==> src/design/urmd_pkg.sv <==
package urmd_pkg;

  typedef enum logic [1:0] {
    PH_IDLE,
    PH_START,
    PH_DATA,
    PH_STOP
  } rx_phase_t;

  typedef struct packed {
    logic       byte_valid;
    logic [7:0] data;
    logic       framing_error;
  } rx_rec_t;

  localparam int ADDR_W = 3;
  localparam logic [ADDR_W-1:0] REG_BIT_PERIOD = 3'd0;

  localparam logic [15:0] BIT_PERIOD_RESET = 16'd1520;
  localparam logic [7:0]  NEWLINE = 8'h0A;
  localparam logic [2:0]  LAST_BIT = 3'd7;

  localparam int FIFO_DEPTH = 4;
  localparam int FIFO_AW = $clog2(FIFO_DEPTH);

  localparam int MARKER_TEXT_LEN = 28;
  localparam logic [4:0] MARKER_LEN = 5'd28;
  localparam logic [8*MARKER_TEXT_LEN-1:0] MARKER_STR = "Correct operation validated.";

  function automatic logic [7:0] marker_char(input logic [4:0] idx);
    int sh;
    logic [7:0] c;
    c = 8'h00;
    if (int'(idx) < MARKER_TEXT_LEN) begin
      sh = 8 * (MARKER_TEXT_LEN - 1 - int'(idx));
      c = MARKER_STR[sh +: 8];
    end
    return c;
  endfunction

endpackage

==> src/design/uart_rx_marker_detect.sv <==
// Each sample's record is written into the queue and then popped into the output
// registers, where out_valid rises; output stalls can hold records in the queue.
// Throughput: one sample per cycle while the queue is not full, one result per
// sample; a four-entry queue between the UART front end and the marker matcher absorbs output stalls.
// Reset is synchronous and active high: it clears the receiver, the queue and
// the matcher, and sets bit_period to 1520.
module uart_rx_marker_detect (
  input  logic                         clk,
  input  logic                         rst,
  input  logic                         in_valid,
  output logic                         in_ready,
  input  logic                         line_level,
  output logic                         out_valid,
  input  logic                         out_ready,
  output logic                         byte_valid,
  output logic [7:0]                   data_byte,
  output logic                         framing_error,
  output logic                         completion,
  input  logic                         psel,
  input  logic                         penable,
  input  logic                         pwrite,
  input  logic [urmd_pkg::ADDR_W-1:0]  paddr,
  input  logic [31:0]                  pwdata,
  output logic [31:0]                  prdata,
  output logic                         pready
);

  logic [15:0] bit_period;
  logic take, fifo_full, fifo_empty, pop;
  urmd_pkg::rx_rec_t front_rec, fifo_rec;

  assign pready = 1'b1;
  assign prdata = (paddr == urmd_pkg::REG_BIT_PERIOD) ? {16'd0, bit_period} : 32'd0;

  always_ff @(posedge clk) begin
    if (rst) begin
      bit_period <= urmd_pkg::BIT_PERIOD_RESET;
    end else if (psel && penable && pwrite && pready
                 && paddr == urmd_pkg::REG_BIT_PERIOD) begin
      bit_period <= pwdata[15:0];
    end
  end

  assign in_ready = !fifo_full;
  assign take = in_valid && in_ready;

  urmd_front u_front (
    .clk        (clk),
    .rst        (rst),
    .bit_period (bit_period),
    .take       (take),
    .line_level (line_level),
    .rec        (front_rec)
  );

  urmd_fifo u_fifo (
    .clk      (clk),
    .rst      (rst),
    .push     (take),
    .push_rec (front_rec),
    .pop      (pop),
    .pop_rec  (fifo_rec),
    .full     (fifo_full),
    .empty    (fifo_empty)
  );

  urmd_back u_back (
    .clk           (clk),
    .rst           (rst),
    .fifo_empty    (fifo_empty),
    .rec           (fifo_rec),
    .pop           (pop),
    .out_valid     (out_valid),
    .out_ready     (out_ready),
    .byte_valid    (byte_valid),
    .data_byte     (data_byte),
    .framing_error (framing_error),
    .completion    (completion)
  );

endmodule

==> src/design/urmd_front.sv <==
module urmd_front (
  input  logic              clk,
  input  logic              rst,
  input  logic [15:0]       bit_period,
  input  logic              take,
  input  logic              line_level,
  output urmd_pkg::rx_rec_t rec
);

  urmd_pkg::rx_phase_t phase, phase_next;
  logic [15:0] bit_timer, bit_timer_next;
  logic [2:0]  bit_index, bit_index_next;
  logic [7:0]  shift_byte, shift_byte_next;
  logic [14:0] half;
  logic [15:0] half_reload, full_reload;

  assign half = bit_period[15:1];
  assign half_reload = (half == 15'd0) ? 16'd0 : {1'b0, half} - 16'd1;
  assign full_reload = (bit_period == 16'd0) ? 16'd0 : bit_period - 16'd1;

  always_ff @(posedge clk) begin
    if (rst) begin
      phase <= urmd_pkg::PH_IDLE;
      bit_timer <= 16'd0;
      bit_index <= 3'd0;
      shift_byte <= 8'd0;
    end else if (take) begin
      phase <= phase_next;
      bit_timer <= bit_timer_next;
      bit_index <= bit_index_next;
      shift_byte <= shift_byte_next;
    end
  end

  always_comb begin
    phase_next = phase;
    bit_timer_next = bit_timer;
    bit_index_next = bit_index;
    shift_byte_next = shift_byte;
    rec = '0;
    case (phase)
      urmd_pkg::PH_IDLE: begin
        if (!line_level) begin
          phase_next = urmd_pkg::PH_START;
          bit_timer_next = half_reload;
        end
      end
      urmd_pkg::PH_START: begin
        if (bit_timer == 16'd0) begin
          if (!line_level) begin
            phase_next = urmd_pkg::PH_DATA;
            bit_timer_next = full_reload;
            bit_index_next = 3'd0;
            shift_byte_next = 8'd0;
          end else begin
            phase_next = urmd_pkg::PH_IDLE;
          end
        end else begin
          bit_timer_next = bit_timer - 16'd1;
        end
      end
      urmd_pkg::PH_DATA: begin
        if (bit_timer == 16'd0) begin
          shift_byte_next = shift_byte | ({7'd0, line_level} << bit_index);
          bit_timer_next = full_reload;
          if (bit_index == urmd_pkg::LAST_BIT) begin
            phase_next = urmd_pkg::PH_STOP;
          end else begin
            bit_index_next = bit_index + 3'd1;
          end
        end else begin
          bit_timer_next = bit_timer - 16'd1;
        end
      end
      urmd_pkg::PH_STOP: begin
        if (bit_timer == 16'd0) begin
          phase_next = urmd_pkg::PH_IDLE;
          if (!line_level) begin
            rec.framing_error = 1'b1;
          end else begin
            rec.byte_valid = 1'b1;
            rec.data = shift_byte;
          end
        end else begin
          bit_timer_next = bit_timer - 16'd1;
        end
      end
      default: begin
        phase_next = urmd_pkg::PH_IDLE;
      end
    endcase
  end

endmodule

==> src/design/urmd_fifo.sv <==
module urmd_fifo (
  input  logic              clk,
  input  logic              rst,
  input  logic              push,
  input  urmd_pkg::rx_rec_t push_rec,
  input  logic              pop,
  output urmd_pkg::rx_rec_t pop_rec,
  output logic              full,
  output logic              empty
);

  urmd_pkg::rx_rec_t entries [urmd_pkg::FIFO_DEPTH];
  logic [urmd_pkg::FIFO_AW-1:0] wr_ptr, rd_ptr;
  logic [urmd_pkg::FIFO_AW:0]   count;
  logic do_push, do_pop;

  assign full = (count == (urmd_pkg::FIFO_AW+1)'(urmd_pkg::FIFO_DEPTH));
  assign empty = (count == '0);
  assign do_push = push && !full;
  assign do_pop = pop && !empty;
  assign pop_rec = entries[rd_ptr];

  always_ff @(posedge clk) begin
    if (do_push) begin
      entries[wr_ptr] <= push_rec;
    end
  end

  always_ff @(posedge clk) begin
    if (rst) begin
      wr_ptr <= '0;
      rd_ptr <= '0;
      count <= '0;
    end else begin
      if (do_push) begin
        wr_ptr <= wr_ptr + 1'b1;
      end
      if (do_pop) begin
        rd_ptr <= rd_ptr + 1'b1;
      end
      case ({do_push, do_pop})
        2'b10: count <= count + 1'b1;
        2'b01: count <= count - 1'b1;
        default: count <= count;
      endcase
    end
  end

endmodule

==> src/design/urmd_back.sv <==
module urmd_back (
  input  logic              clk,
  input  logic              rst,
  input  logic              fifo_empty,
  input  urmd_pkg::rx_rec_t rec,
  output logic              pop,
  output logic              out_valid,
  input  logic              out_ready,
  output logic              byte_valid,
  output logic [7:0]        data_byte,
  output logic              framing_error,
  output logic              completion
);

  logic [4:0] match_position, match_position_next;
  logic       marker_found, marker_found_next;
  logic       done;

  assign pop = !fifo_empty && (!out_valid || out_ready);

  always_comb begin
    match_position_next = match_position;
    marker_found_next = marker_found;
    done = 1'b0;
    if (rec.byte_valid) begin
      if (!marker_found) begin
        if (rec.data == urmd_pkg::marker_char(match_position)) begin
          match_position_next = match_position + 5'd1;
        end else if (rec.data == urmd_pkg::marker_char(5'd0)) begin
          match_position_next = 5'd1;
        end else begin
          match_position_next = 5'd0;
        end
        if (match_position_next == urmd_pkg::MARKER_LEN) begin
          marker_found_next = 1'b1;
        end
      end else begin
        done = (rec.data == urmd_pkg::NEWLINE);
      end
    end
  end

  always_ff @(posedge clk) begin
    if (rst) begin
      match_position <= 5'd0;
      marker_found <= 1'b0;
      out_valid <= 1'b0;
    end else begin
      if (pop) begin
        match_position <= match_position_next;
        marker_found <= marker_found_next;
        out_valid <= 1'b1;
      end else if (out_ready) begin
        out_valid <= 1'b0;
      end
    end
  end

  always_ff @(posedge clk) begin
    if (pop) begin
      byte_valid <= rec.byte_valid;
      data_byte <= rec.data;
      framing_error <= rec.framing_error;
      completion <= done;
    end
  end

`ifndef ASSERT_OFF
  a_done_is_newline: assert property (@(posedge clk) disable iff (rst)
    out_valid && completion |-> byte_valid && (data_byte == urmd_pkg::NEWLINE))
    else $error("completion without a newline byte");
  a_valid_xor_ferr: assert property (@(posedge clk) disable iff (rst)
    out_valid |-> !(byte_valid && framing_error))
    else $error("byte_valid and framing_error both set");
  a_zero_data: assert property (@(posedge clk) disable iff (rst)
    out_valid && !byte_valid |-> data_byte == 8'd0)
    else $error("data_byte nonzero without a byte");
  a_found_sticks: assert property (@(posedge clk) disable iff (rst)
    marker_found |=> marker_found)
    else $error("marker_found cleared without reset");
`endif

endmodule
==> config.mk <==
export PLATFORM = sky130hd
export DESIGN_NAME = uart_rx_marker_detect
export DESIGN_NICKNAME = d
export VERILOG_FILES = /design/src/design/urmd_pkg.sv /design/src/design/uart_rx_marker_detect.sv /design/src/design/urmd_front.sv /design/src/design/urmd_fifo.sv /design/src/design/urmd_back.sv
export SDC_FILE = /design/constraint.sdc
export NUM_CORES = 1
export LEC_CHECK = 0
export ABC_AREA = 1
export BUFFER_PORTS_ARGS = -buffer_cell sky130_fd_sc_hd__buf_4
export CAP_MARGIN = 20
export CORE_ASPECT_RATIO = 1.1
export CORE_MARGIN = 5
export CORE_UTILIZATION = 40
export DETAILED_ROUTE_END_ITERATION = 12
export PLACE_DENSITY = 0.64
export SYNTH_ARGS = -nofsm -noshare
export SYNTH_HDL_FRONTEND = slang
export SYNTH_HIERARCHICAL = 1
export SYNTH_SLANG_ARGS = --single-unit
==> constraint.sdc <==
create_clock -name clk -period 4 [get_ports clk]
set_input_delay 1 -clock clk [delete_from_list [all_inputs] [get_ports clk]]
set_output_delay 1 -clock clk [all_outputs]
set_load 0.005 [all_outputs]
---- Yosys cells after proc, flatten, opt, wreduce, memory -nomap -nowiden ----
Memories as Yosys holds them, arrays and structs flattened. A register that Yosys moved wholly into a read port is not among the register bits.
Cells that the tools add are included.
Widths: inputs -> output; s select.
word-level totals
  memory bits (writable) .................. 40
  output and inout port bits .............. 46
  memories kept ........................... 1
  input port bits ......................... 43
  register bits ........................... 70
memory list
  memory          depth  width  rd ports  clocked after memory_dff  write ports  line             source
  u_fifo.entries  4      10     1         1                         1            urmd_fifo.sv:12  urmd_pkg::rx_rec_t entries [urmd_pkg::FIFO_DEPTH];
operators by class
  reductions and logical operators ........ 27
  equality and inequality tests ........... 20
  add/subtract/negate cells ............... 10
  shift operators ......................... 2
  multiplexer cells ....................... 45
  order comparisons ....................... 1
  bitwise operators ....................... 2
operator list
  kind                       number
  $shiftx 224x32->8 const A  1
  $mux 16                    8
  $pmux 16 s4                1
  $mux 8                     6
  $logic_not 16->1           2
  $sub 16x1->16 const B      2
  $mux 10                    2
  $mux 2                     8
  $pmux 8 s2                 1
  $sub 15x1->16 const B      1
  $logic_not 15->1           1
  $mux 5                     3
  $mux 3                     4
  $pmux 3 s2                 2
  $reduce_and 6->1           2
  $mux 9                     1
  $eq 8x4->1 const B         1
  $eq 8x7->1 const B         1
  $eq 8x8->1                 1
  $mux 1                     8
  $ne 2x1->1 const B         4
  $ne 2x2->1 const B         4
  $or 8x8->8                 1
  $pmux 2 s4                 1
  23 further kinds           41

---- Depth between registers and ports, before layout ----
Gate-level depths: netlist (run 1).
  depth in word-level cells ............... 12
  gate-level depth with buffers ........... 20
  gate-level depth less buffers ........... 19

---- By module ----
The synthesis (run 1) kept the hierarchy.
modules (own cells, without submodules)
  module                 seq. area each (um^2)  area each (um^2)  times used  cells each
  urmd_front             580.6                  2929.1            1           508
  urmd_fifo              1381.3                 1983.2            1           167
  urmd_back              470.5                  1322.5            1           197
  uart_rx_marker_detect  320.3                  969.7             1           154

---- Worst setup path before layout (run 1) ----
Ideal clock, no wire load.
  kind .................................... input to register
  start point ............................. in out_ready
  end point ............................... reg u_fifo/count[2] in the netlist's numbering
  arrival time ............................ 2.860 ns
  data required time ...................... 3.887 ns
  setup time .............................. 0.113 ns
  slack ................................... 1.027 ns
  stages .................................. 13
  cells stage by stage .................... inv_1 -> a21oi_1 -> nand2_2 -> inv_2 -> ha_1 -> inv_1 -> fa_1 -> inv_1 -> nand2_1 -> nand3_1 -> nand2_1 -> nand2_1 -> nor2_1
on the way
  word-level cells in the longest chain between the ends .. 5
  elaborated cells on any way between the ends .. 7
  classes of those cells .................. eq/ne: 2; mux: 1; reduce/logical: 4
ends and longest elaborated chain
  what                                                    line                         source
  from (decl)                                             uart_rx_marker_detect.sv:14  input logic out_ready,
  $logic_or 1x1->1 *                                      urmd_back.sv:19              assign pop = !fifo_empty && (!out_valid || out_ready);
  $logic_and 1x1->1 *                                     urmd_back.sv:19
  net pop                                                 uart_rx_marker_detect.sv:29  logic take, fifo_full, fifo_empty, pop;
  $logic_and 1x1->1 *                                     urmd_fifo.sv:20              assign do_pop = pop && !empty;
  net u_fifo.do_pop                                       urmd_fifo.sv:15              logic do_push, do_pop;
  $eq 2x1->1 / $eq 2x2->1 (equally long branches)         urmd_fifo.sv:41              case ({do_push, do_pop})
  $pmux 3 s2 / $reduce_bool 2->1 (equally long branches)  --
  to (signal assigned)                                    urmd_fifo.sv:42              2'b10: count <= count + 1'b1;
  to (signal assigned)                                    urmd_fifo.sv:43              2'b01: count <= count - 1'b1;
  to (signal assigned)                                    urmd_fifo.sv:44              default: count <= count;
  to (decl)                                               urmd_fifo.sv:14              logic [urmd_pkg::FIFO_AW:0] count;
Mark *: on every way through the listed nets, which the timed path passes. The rest lies on a longest branch.
A chain may end at the register's enable or synchronous reset.

---- Worst setup path in the final report (run 1) ----
  start point ............................. in paddr[1] in the netlist's numbering
  end point ............................... out prdata[5]
on the way
  word-level cells in the longest chain between the ends .. 2
ends and longest elaborated chain
  what             line                         source
  from (decl)      uart_rx_marker_detect.sv:22  input logic [urmd_pkg::ADDR_W-1:0] paddr,
  $logic_not 3->1  uart_rx_marker_detect.sv:33  assign prdata = (paddr == urmd_pkg::REG_BIT_PERIOD) ? {16'd0, bit_period} : 32'd0;
  $mux 16          uart_rx_marker_detect.sv:33
  to (decl)        uart_rx_marker_detect.sv:24  output logic [31:0] prdata,
Every way passes these cells.

==> results of run 1 <==
-- path summary, 6_finish.rpt --
check	slack (ps)	startpoint	to	depth (start not counted)
max reg2reg	1480	u_front/bit_timer[0]	u_fifo/entries[0][1]	10
min reg2reg	460	u_front/shift_byte[4]	u_front/shift_byte[4]	2
min	460	u_front/shift_byte[4]	u_front/shift_byte[4]	2
max	1320	paddr[1]	prdata[5]	5
-- through the flow --
step                      worst slack (ps)  hold slack [ps]  utilization  area [um^2]  power, mW
final                                 1316            459.0       0.4546         8064      4.638
after detailed placement              1314            448.9       0.4369         7750      3.733
after floorplan                       1027            436.2            -         7261      3.225
after CTS                             1307            461.2       0.4546         8064      4.668
after global routing                  1203            481.5       0.4546         8064      5.043
after global placement                1342            444.3       0.4369         7750      3.710
-- Yosys cell counts --
| master | instances |
|---|---|
| xor2_1 | 19 |
| inv_6 | 1 |
| nand3_2 | 3 |
| nor3b_1 | 1 |
| nand3b_1 | 1 |
| nand2_4 | 4 |
| or2_0 | 1 |
| nand2_1 | 228 |
| a21boi_0 | 1 |
| dfxtp_1 | 61 |
| nor3_2 | 1 |
| ha_1 | 19 |
| o21bai_1 | 3 |
| nor2_1 | 164 |
| inv_2 | 11 |
| a21oi_1 | 56 |
| edfxtp_1 | 51 |
| o21ai_0 | 46 |
| conb_1 | 2 |
| nor2_8 | 1 |
| buf_4 | 19 |
| fa_1 | 1 |
| o22ai_1 | 10 |
| nor2_2 | 16 |
| nand3_1 | 79 |
| xnor2_1 | 5 |
| o21ai_2 | 6 |
| buf_2 | 7 |
| nor4_1 | 1 |
| o21ai_1 | 11 |
| clkbuf_2 | 2 |
| buf_1 | 1 |
| o211ai_1 | 2 |
| buf_6 | 3 |
| nand4_1 | 14 |
| nand2_2 | 15 |
| nor3_1 | 8 |
| inv_1 | 135 |
| clkbuf_1 | 5 |
| nor2_4 | 6 |
| nand4_2 | 1 |
| or2_2 | 3 |
| buf_8 | 2 |
-- routing by layer --
layer | part of all wire | global-route usage | routed length (um)
met4 | 0.017 | 0.04644 | 278
met3 | 0.043 | 0.03376 | 717
met5 | 0 | 0 | 0
met1 | 0.44 | 0.2080 | 7349
met2 | 0.50 | 0.3044 | 8488
-- power groups by stage --
stage          registers [mW]  clock network, mW  logic [mW]
6_report                 1.62              0.935        2.09
5_1_grt                  1.65              0.999        2.39
4_1_cts                  1.62              0.954        2.10
3_5_place_dp             1.64                  0        2.09
3_3_place_gp             1.64                  0        2.07
2_1_floorplan            1.60                  0        1.62
-- cell type report --
type | count | share of cell area
clock buffers | 10 | 0.02964
multi-input cells | 743 | 0.4560
inverters | 147 | 0.06905
well taps | 238 | 0.03693
flip-flops and latches | 112 | 0.3414
clock inverters | 6 | 0.009310
repair buffers | 62 | 0.05772
-- logic make-up (layout without fill, tap and decap cells) --
family,Yosys count,after routing,share of synthesized area
other,2,17,0.001042
xor gates and xnor gates,24,24,0.02918
and+or+nand+nor,547,547,0.3359
DFF,112,112,0.3821
adders and majority gates,20,20,0.03578
buffers and inverters,186,225,0.1153
AOI/OAI and AO/OA,135,135,0.1007
-- cells in the final DEF (no fill, tap or decap), types with 2 or more instances in the layout --
cell       netlist  routed
nand2_1        228     228
nor2_1         164     164
inv_1          135     135
nand3_1         79      79
buf_4           19      62
dfxtp_1         61      61
a21oi_1         56      56
edfxtp_1        51      51
o21ai_0         46      46
xor2_1          19      19
ha_1            19      19
conb_1           2      17
nor2_2          16      16
nand2_2         15      15
nand4_1         14      14
inv_2           11      11
o21ai_1         11      11
o22ai_1         10      10
clkbuf_16        0       9
nor3_1           8       8
o21ai_2          6       6
nor2_4           6       6
xnor2_1          5       5
nand2_4          4       4
nand3_2          3       3
o21bai_1         3       3
or2_2            3       3
clkinv_4         0       2
inv_8            0       2
o211ai_1         2       2
-- critical path: stages --
cell,delay (ps)
buf_4,110
nor2_2,140
nand2_4,160
nor2_1,140
buf_4,120
-- state kept, by name, indices dropped and copies added, names as in the netlist, named ones only --
register and cells:
u_fifo/entries 40, bit_period 16, u_front/bit_timer 16, u_back/data_byte 8, u_front/shift_byte 8, u_back/match_position 5
u_fifo/count 3, u_front/bit_index 3, u_fifo/rd_ptr 2, u_fifo/wr_ptr 2, u_back/byte_valid 1, u_back/completion 1
u_back/framing_error 1, u_back/marker_found 1, u_back/out_valid 1, u_front/phase 1
==> impl_metrics.toml, run 1 <==
[sta]
hold_viol_final = 0
min_period_ps = 2684
rsz0062_at_grt = "no"
worst_pin_slew_ps = 743.1
finalCritPeriodShare = 0.6711
setup_viol = 0
slew_viol_final = 0
fin_skew_ps = 10.93
slew_headroom = 0.5040
fin_tns_setup_ps = 0
max_freq_mhz = 372.5

[clock_network]
htree_levels = 3
cts_tree = "built"
clockBufferDepth = 2
ctsHoldBuffers = 0
cts_setup_buffers = 0
clk_pin_slew_worst_paths_ps = 80
cts_sinks = 112
cts_root_buffer = "clkbuf_16"
cts_resized = 0
clock_latency_ps = 360
numCtsBuffers = 9

[power_and_ir_drop]
p_clk_frac = 0.202
powerDensity_nw_per_um2 = 575.2
intPower_mw = 2.696
p_comb_frac = 0.450
ir_worst_vdd_v = 0.0002933
power_frac_seq = 0.349
switching_share = 0.4188
leakagePower_nw = 3.712
netSwitchingPower_mw = 1.942

[finish]
fin_cells = 1318
register_area_um2 = 2753
drive_gt1_frac = 0.1352
nets = 1138
multi_input_area_um2 = 3677
area_growth_pct = 11.93
fillerInstances = 1868
diodes = 0

[setup_path]
end_kind = "output port"
path_class = "in2out"
startpoint_type = "input pin"
crit_required_ps = 3000
cp_max_fo = 17
cp.arrival_ps = 1680

[floorplan]
num_rows = 51
fp.dieW_um = 138.0
die_height_um = 150.8
core_area_um2 = 17740
start_util = 0.4061
die_area_um2 = 20800
ios = 89

[place]
place_inst = 1302
place_congestion = 0.8649
place_hpwl_um = 12540
placement.io_buffers = 55

[synthesis]
synth_warnings = 6
netlist.area_leader.share = 0.2126
yosysUniqueCellTypes = 43
synth_top_cell_by_area = "edfxtp_1"
ys_seq_elements = 112
synthCells = 1026
synth-seq-area-share = 0.3821
syn_area_per_cell_um2 = 7.022
netlist_top_cells_area = "edfxtp_1 (21%), dfxtp_1 (17%), nand2_1 (12%), nor2_1 (8.5%), inv_1 (7.0%)"
syn_area_um2 = 7204

[drt]
vias = 6395
drt_wl_total_um = 16830
vias_per_cell = 4.852
first_pass_iters = 5
ant_nets = 0
drc_errors = 0
wire_per_inst_um = 12.77
detail_route.iter0.violations = 389

[grt]
grt_max_degree = 22
grt-ovfl-total = 0
grt_pass1_vias = 5981
grt_pass1_wl_um = 28340
grt_antenna_before_repair = 0
grt_use_total = 0.1705

[status]
status = "completed"

[hold_path]
min_path_type = "reg2reg"

[flow_run]
drv_cap = 0
Power figures use the tool's default switching activity.
==> run 2, diff against run 1 <==
ABC_AREA = 0   (was 1)
PLACE_DENSITY = 0.66   (was 0.64)
clock period = 2.4 ns   (was 4 ns; I/O delays follow)
==> run 2 against run 1 <==
The flow now finishes with violations (setup timing). Clock skew shrank 0.64 ps. Setup slack got worse by 1800 ps. Via count is 13% lower. Die area shrank 4.9%. Clock power rose by 70%. Worst hold slack improved by 5.8 ps. Highest routed layer unchanged.
==> impl_metrics.toml, run 2 <==
[floorplan]
fp.dieW_um = 134.6
die_height_um = 147.0
ios = 89
die_area_um2 = 19790
num_rows = 50
core_area_um2 = 16890
start_util = 0.4042

[setup_path]
cp_max_fo = 3
startpoint_type = "register"
r2r-start = "u_back/match_position[2]"
crit_required_ps = 2680
r2r_end = "u_back/match_position[0]"
reg2regPathDepth = 10
end_kind = "register"
rrSetupSlack_ps = -520
path_class = "reg2reg"
cp.arrival_ps = 3210

[clock_network]
cts_tree = "built"
cts_sinks = 112
cts_root_buffer = "clkbuf_16"
clock_latency_ps = 350
clk_pin_slew_worst_paths_ps = 80
htree_levels = 3
ctsHoldBuffers = 0
numCtsBuffers = 9
clockBufferDepth = 2

[power_and_ir_drop]
powerDensity_nw_per_um2 = 690.1
ir_worst_vdd_v = 0.0003821
leakagePower_nw = 3.108
finalPower_mw = 5.685

[synthesis]
synth_top_cell_by_area = "edfxtp_1"
ys.flop_type = "dfxtp_1"
ys_seq_elements = 112
yosysMostFrequentCell = "nor2_1"
synth_commonest_cells = "nor2_1 (68), dfxtp_1 (61), edfxtp_1 (51)"
syn_area_per_cell_um2 = 9.576
synth-seq-area-share = 0.4032
ys_async_sr_fraction = 0
synthCells = 713
synth_edf_count = 51
netlist.area_leader.share = 0.2243
yosysUniqueCellTypes = 86
synth_warnings = 6
netlist_top_cells_area = "edfxtp_1 (22%), dfxtp_1 (18%), nor2_1 (3.7%), ha_1 (3.5%), mux4_2 (3.3%)"
syn_area_um2 = 6828

[sta]
worst_pin_slew_ps = 559.2
fin_skew_ps = 10.29
slew_viol_final = 0
rsz0062_at_grt = "yes"
final.setup.worst_slack_ps = -524.6
hold_viol_final = 0
finalCritPeriodShare = 1.219
slew_headroom = 0.6244
min_period_ps = 2925
max_freq_mhz = 341.9
setup_viol = 6
timing.hold.ws_ps = 464.8

[grt]
grt_pass1_wl_um = 26510
grt_use_met1 = 0.1923
top_usage_layer = "met2"
grt_use_total = 0.1633
grt_antenna_before_repair = 0
grt_pass1_vias = 5398
grt-ovfl-total = 0
use_met2 = 0.3046
use_met3 = 0.02637
grt_max_degree = 55

[finish]
final_common_cell = "buf_4"
top_register = "u_fifo/entries"
fin_cells = 1033
area_growth_pct = 20.65
nets = 883
diodes = 0
drive_gt1_frac = 0.2424
largest_reg_flops = 40
top_regs = "u_fifo/entries (40), bit_period (16), u_front/bit_timer (16)"
final_cell_mix = "buf_4 (135), nor2_1 (68), dfxtp_1 (58)"

[status]
violations = "setup timing"
status = "complete, but fails checks"

[hold_path]
holdCritStartpoint = "u_front/shift_byte[6]"
hold_end = "u_front/shift_byte[6]"
hold_depth = 2
min_path_type = "reg2reg"

[drt]
vias_per_cell = 5.414
detail_route.iter0.violations = 341
first_pass_iters = 5
wire_per_inst_um = 15.67
vias = 5593
drt_wl_total_um = 16180
drc_errors = 0
ant_nets = 0

[place]
placement.io_buffers = 55
place_inst = 1017
place_congestion = 0.8786
place_hpwl_um = 11930

[flow_run]
drv_cap = 0
-- run 2: changes by cell type in the layout (fill, tap and decap cells not counted), moves of 15 or more --
cell and change:
nand2_1 -178, and2_1 +31, nor2_2 -16, nand2b_1 +28, nor2_1 -96, a21oi_1 -25, nand3_1 -64, o21ai_0 -27
inv_1 -111, nand2_2 -15, buf_4 +73, mux2i_1 +22
-- run 2: per-stage QoR --
step	utilization	cell area, um^2	setup TNS [ps]	setup slack (ps)
4_1_cts	0.4832	8162	-3092	-560.9
6_report	0.4877	8238	-2884	-524.6
3_3_place_gp	0.4647	7850	-2830	-516.3
2_1_floorplan	-	6905	-1357	-426.4
3_5_place_dp	0.4647	7850	-3188	-574.3
5_1_grt	0.4877	8238	-3677	-660.7
-- run 2: how the worst max path moves through the flow --
stage,slack (ps),start,end
floorplan,-430,u_back/match_position[2],u_back/marker_found
global route,-660,u_back/match_position[2],u_back/match_position[0]
CTS,-560,u_back/match_position[2],u_back/match_position[0]
finish,-520,u_back/match_position[2],u_back/match_position[0]
detailed placement,-570,u_back/match_position[3],u_back/match_position[0]
global placement,-520,u_back/match_position[3],u_back/match_position[0]
-- run 2: kinds of logic (layout without fill, tap and decap cells) --
family                     Yosys count  after routing  synth area share
xor gates and xnor gates            37             37           0.04856
adders and majority gates           20             20           0.03775
AOI/OAI and AO/OA                  132            132            0.1360
buffers and inverters               80            177           0.06542
and+or+nand+nor                    295            295            0.2373
muxes                               35             35           0.07073
DFF                                112            112            0.4032
other                                2             17          0.001100
-- run 2: power breakdown --
part | total, mW | internal (mW) | switching (mW) | leakage, nW
clock | 1.59 | 0.842 | 0.748 | 0.153
sequential | 2.46 | 2.30 | 0.154 | 0.988
combinational | 1.64 | 0.767 | 0.871 | 1.97
-- run 2: layer usage --
metal  vias up  share of wire
met1      2658           0.41
li1       2759              -
met3        24          0.039
met4         0          0.016
met2       152           0.53
met5         -              0
-- run 2: worst max-delay path: stages, from the launching register on --
cell and delay, ps:
dfxtp_4 350, ha_4 170, xor2_4 180, mux2_4 300
a221o_1 350, or4b_1 490, a32oi_2 200, o2111ai_2 160
buf_4 180, or3_1 300, a31oi_1 150
-- run 2: what timing repair did --
| action | in CTS | in global routing |
|---|---|---|
| pin swaps | 1 | 1 |
| setup endpoints to repair | 6 | 58 |
| gates resized for setup | 1 | 13 |
| endpoints found under the hold margin | 0 | 0 |
| setup buffers | 0 | 0 |
-- run 2: area by class of cell --
class,instances,area (um^2)
clock inverters,6,81.33
flip-flops and latches,112,2759
clock buffers,10,229.0
repair buffers,137,1045
inverters,24,90.09
fillers,1624,8653
well taps,208,260.3
multi-input cells,536,3774
==> run 3, diff against run 2 <==
CELL_PAD_IN_SITES_DETAIL_PLACEMENT = 2   (was default)
CELL_PAD_IN_SITES_GLOBAL_PLACEMENT = 2   (was default)
CORE_UTILIZATION = 33   (was 40)
PLACE_DENSITY = 0.82   (was 0.66)
SYNTH_HIERARCHICAL = default   (was 1)
==> run 3 against run 2 <==
The run still ends with setup timing left. Count of clock-buffer cells in the layout decreased by 1. Wire length grew 65%. Die area rose by 17%. Sequential share of layout area down 1.6 points. Final cell count increased by 4.9%. Synthesized cell count down 0.42%. Critical endpoint is now u_front.bit_timer[15]. Largest power group is now combinational logic.
==> impl_metrics.toml, run 3 <==
[status]
status = "complete, but fails checks"
violations = "setup timing"

[finish]
final_cell_mix = "buf_4 (134), nand2_1 (69), nor2_1 (62)"
final_common_cell = "buf_4"
largest_reg_flops = 40
nets = 891
top_regs = "u_fifo.entries (40), bit_period (16), u_front.bit_timer (16)"
diodes = 0
drive_gt1_frac = 0.3197
area_growth_pct = 30.03
fillerInstances = 2116
fin_cells = 1084
top_register = "u_fifo.entries"

[synthesis]
synth_edf_count = 51
yosysUniqueCellTypes = 86
netlist_top_cells_area = "edfxtp_1 (23%), dfxtp_1 (18%), nand2_1 (3.9%), ha_1 (3.8%), xor2_1 (3.7%)"
synth_warnings = 0
synth-seq-area-share = 0.4127
ys_async_sr_fraction = 0
yosysMostFrequentCell = "nand2_1"
ys.flop_type = "dfxtp_1"
synth_top_cell_by_area = "edfxtp_1"
netlist.area_leader.share = 0.2296
synth_commonest_cells = "nand2_1 (69), nor2_1 (64), dfxtp_1 (61)"
synthCells = 710
ys_seq_elements = 112
syn_area_um2 = 6670
syn_area_per_cell_um2 = 9.395

[grt]
grt_antenna_before_repair = 0
grt_pass1_vias = 6810
grt_use_total = 0.1987
grt-ovfl-total = 0
grt_pass1_wl_um = 37690
grt_max_degree = 38

[floorplan]
core_area_um2 = 19860
ios = 89
fp.dieW_um = 145.6
die_height_um = 159.1
die_area_um2 = 23160
start_util = 0.3358
num_rows = 54

[clock_network]
ctsHoldBuffers = 0
cts_tree = "built"
cts_root_buffer = "clkbuf_16"
htree_levels = 3
clockBufferDepth = 2
clock_latency_ps = 380
numCtsBuffers = 9
cts_sinks = 112
clk_pin_slew_worst_paths_ps = 100

[drt]
vias_per_cell = 5.679
vias = 6156
drt_wl_total_um = 26670
wire_per_inst_um = 24.60
detail_route.iter0.violations = 253
drc_errors = 0
ant_nets = 0
first_pass_iters = 6

[sta]
final.setup.worst_slack_ps = -216.0
rsz0062_at_grt = "yes"
worst_pin_slew_ps = 680.4
hold_viol_final = 0
finalCritPeriodShare = 1.090
fin_skew_ps = 20.80
slew_headroom = 0.5429
min_period_ps = 2616
slew_viol_final = 0
max_freq_mhz = 382.3
setup_viol = 22
fin_tns_setup_ps = -1399

[place]
place_ws_ps = -254.8
place_congestion = 0.8327
place_inst = 1046
placement.io_buffers = 55
place_hpwl_um = 16960

[flow_run]
drv_cap = 0

[power_and_ir_drop]
finalPower_mw = 6.759
powerDensity_nw_per_um2 = 779.3
leakagePower_nw = 3.235
ir_worst_vdd_v = 0.0004920

[setup_path]
crit_required_ps = 2660
startpoint_type = "register"
cp.arrival_ps = 2880
r2r-start = "u_front.bit_timer[0]"
path_class = "reg2reg"
crit_start = "u_front.bit_timer[0]"
end_kind = "register"
cp_max_fo = 5

[hold_path]
holdCritStartpoint = "pwdata[6]"
min_path_type = "in2reg"
[run 3: cell types whose count changed after synthesis, moves of 12 or more]
cell	delta
mux2i_1	-20
nand2b_1	-19
nand2_1	+19
o21ai_1	+12
[run 3: final timing paths]
| path | endpoint | cells after the start | slack (ps) |
|---|---|---|---|
| max reg2reg | u_front.bit_timer[15] | 12 | -220 |
| min reg2reg | u_front.shift_byte[7] | 2 | 510 |
| min | bit_period[6] | 3 | 440 |
| max | u_front.bit_timer[15] | 12 | -220 |
[run 3: critical path, stage by stage (launching register included)]
cell,delay [ps]
dfxtp_1,390
inv_1,110
ha_1,230
nor4b_2,170
and3_2,320
nand2_4,140
buf_6,110
a21oi_2,40
buf_4,150
buf_4,130
o31ai_1,340
nand2_1,130
a21oi_1,250
[run 3: layer usage]
layer / global-route usage / share of wire
met1: 0.2222 / 0.38
met4: 0.07294 / 0.047
met5: 0 / 0
met3: 0.03188 / 0.039
met2: 0.3763 / 0.54
[run 3: layout make-up]
class | count | area (um^2) | share of cell area
clock buffer | 9 | 225.2 | 0.02597
sequential | 112 | 2764 | 0.3187
clock inverter | 7 | 88.84 | 0.01024
tap | 252 | 315.3 | 0.03635
timing repair buffer | 149 | 1224 | 0.1411
multi-input combinational | 536 | 3981 | 0.4590
inverter | 19 | 75.07 | 0.008656
[run 3: cell families (layout without fill, tap and decap cells)]
group / after synthesis / in the layout / share of synthesized area
buf+inv: 78 / 184 / 0.06040
compound gates: 138 / 139 / 0.1411
simple gates: 295 / 295 / 0.2345
fa+ha+maj: 21 / 21 / 0.04052
flops: 112 / 112 / 0.4127
other cells: 2 / 17 / 0.001126
xor+xnor: 51 / 51 / 0.07091
mux: 13 / 13 / 0.03883
[run 3: timing repair]
| item | CTS | global route |
|---|---|---|
| setup endpoints to repair | 12 | 32 |
| pin swaps | 13 | 26 |
| buffers inserted | 6 | 14 |
| resized for setup | 28 | 71 |
| cloned | 0 | 3 |
[run 3: report_power, final]
part | switching (mW) | internal (mW) | leakage (nW)
Clock | 0.868 | 0.761 | 0.153
Sequential | 0.191 | 2.33 | 0.995
Combinational | 1.53 | 1.08 | 2.09
Total | 2.58 | 4.17 | 3.24
[run 3: through the flow]
stage,hold WS (ps),util,instance area (um^2)
2_1_floorplan,428.5,-,6748
3_3_place_gp,442.3,0.3891,7730
3_5_place_dp,473.4,0.3891,7730
4_1_cts,428.0,0.4142,8228
5_1_grt,450.8,0.4366,8673
6_report,435.8,0.4366,8673
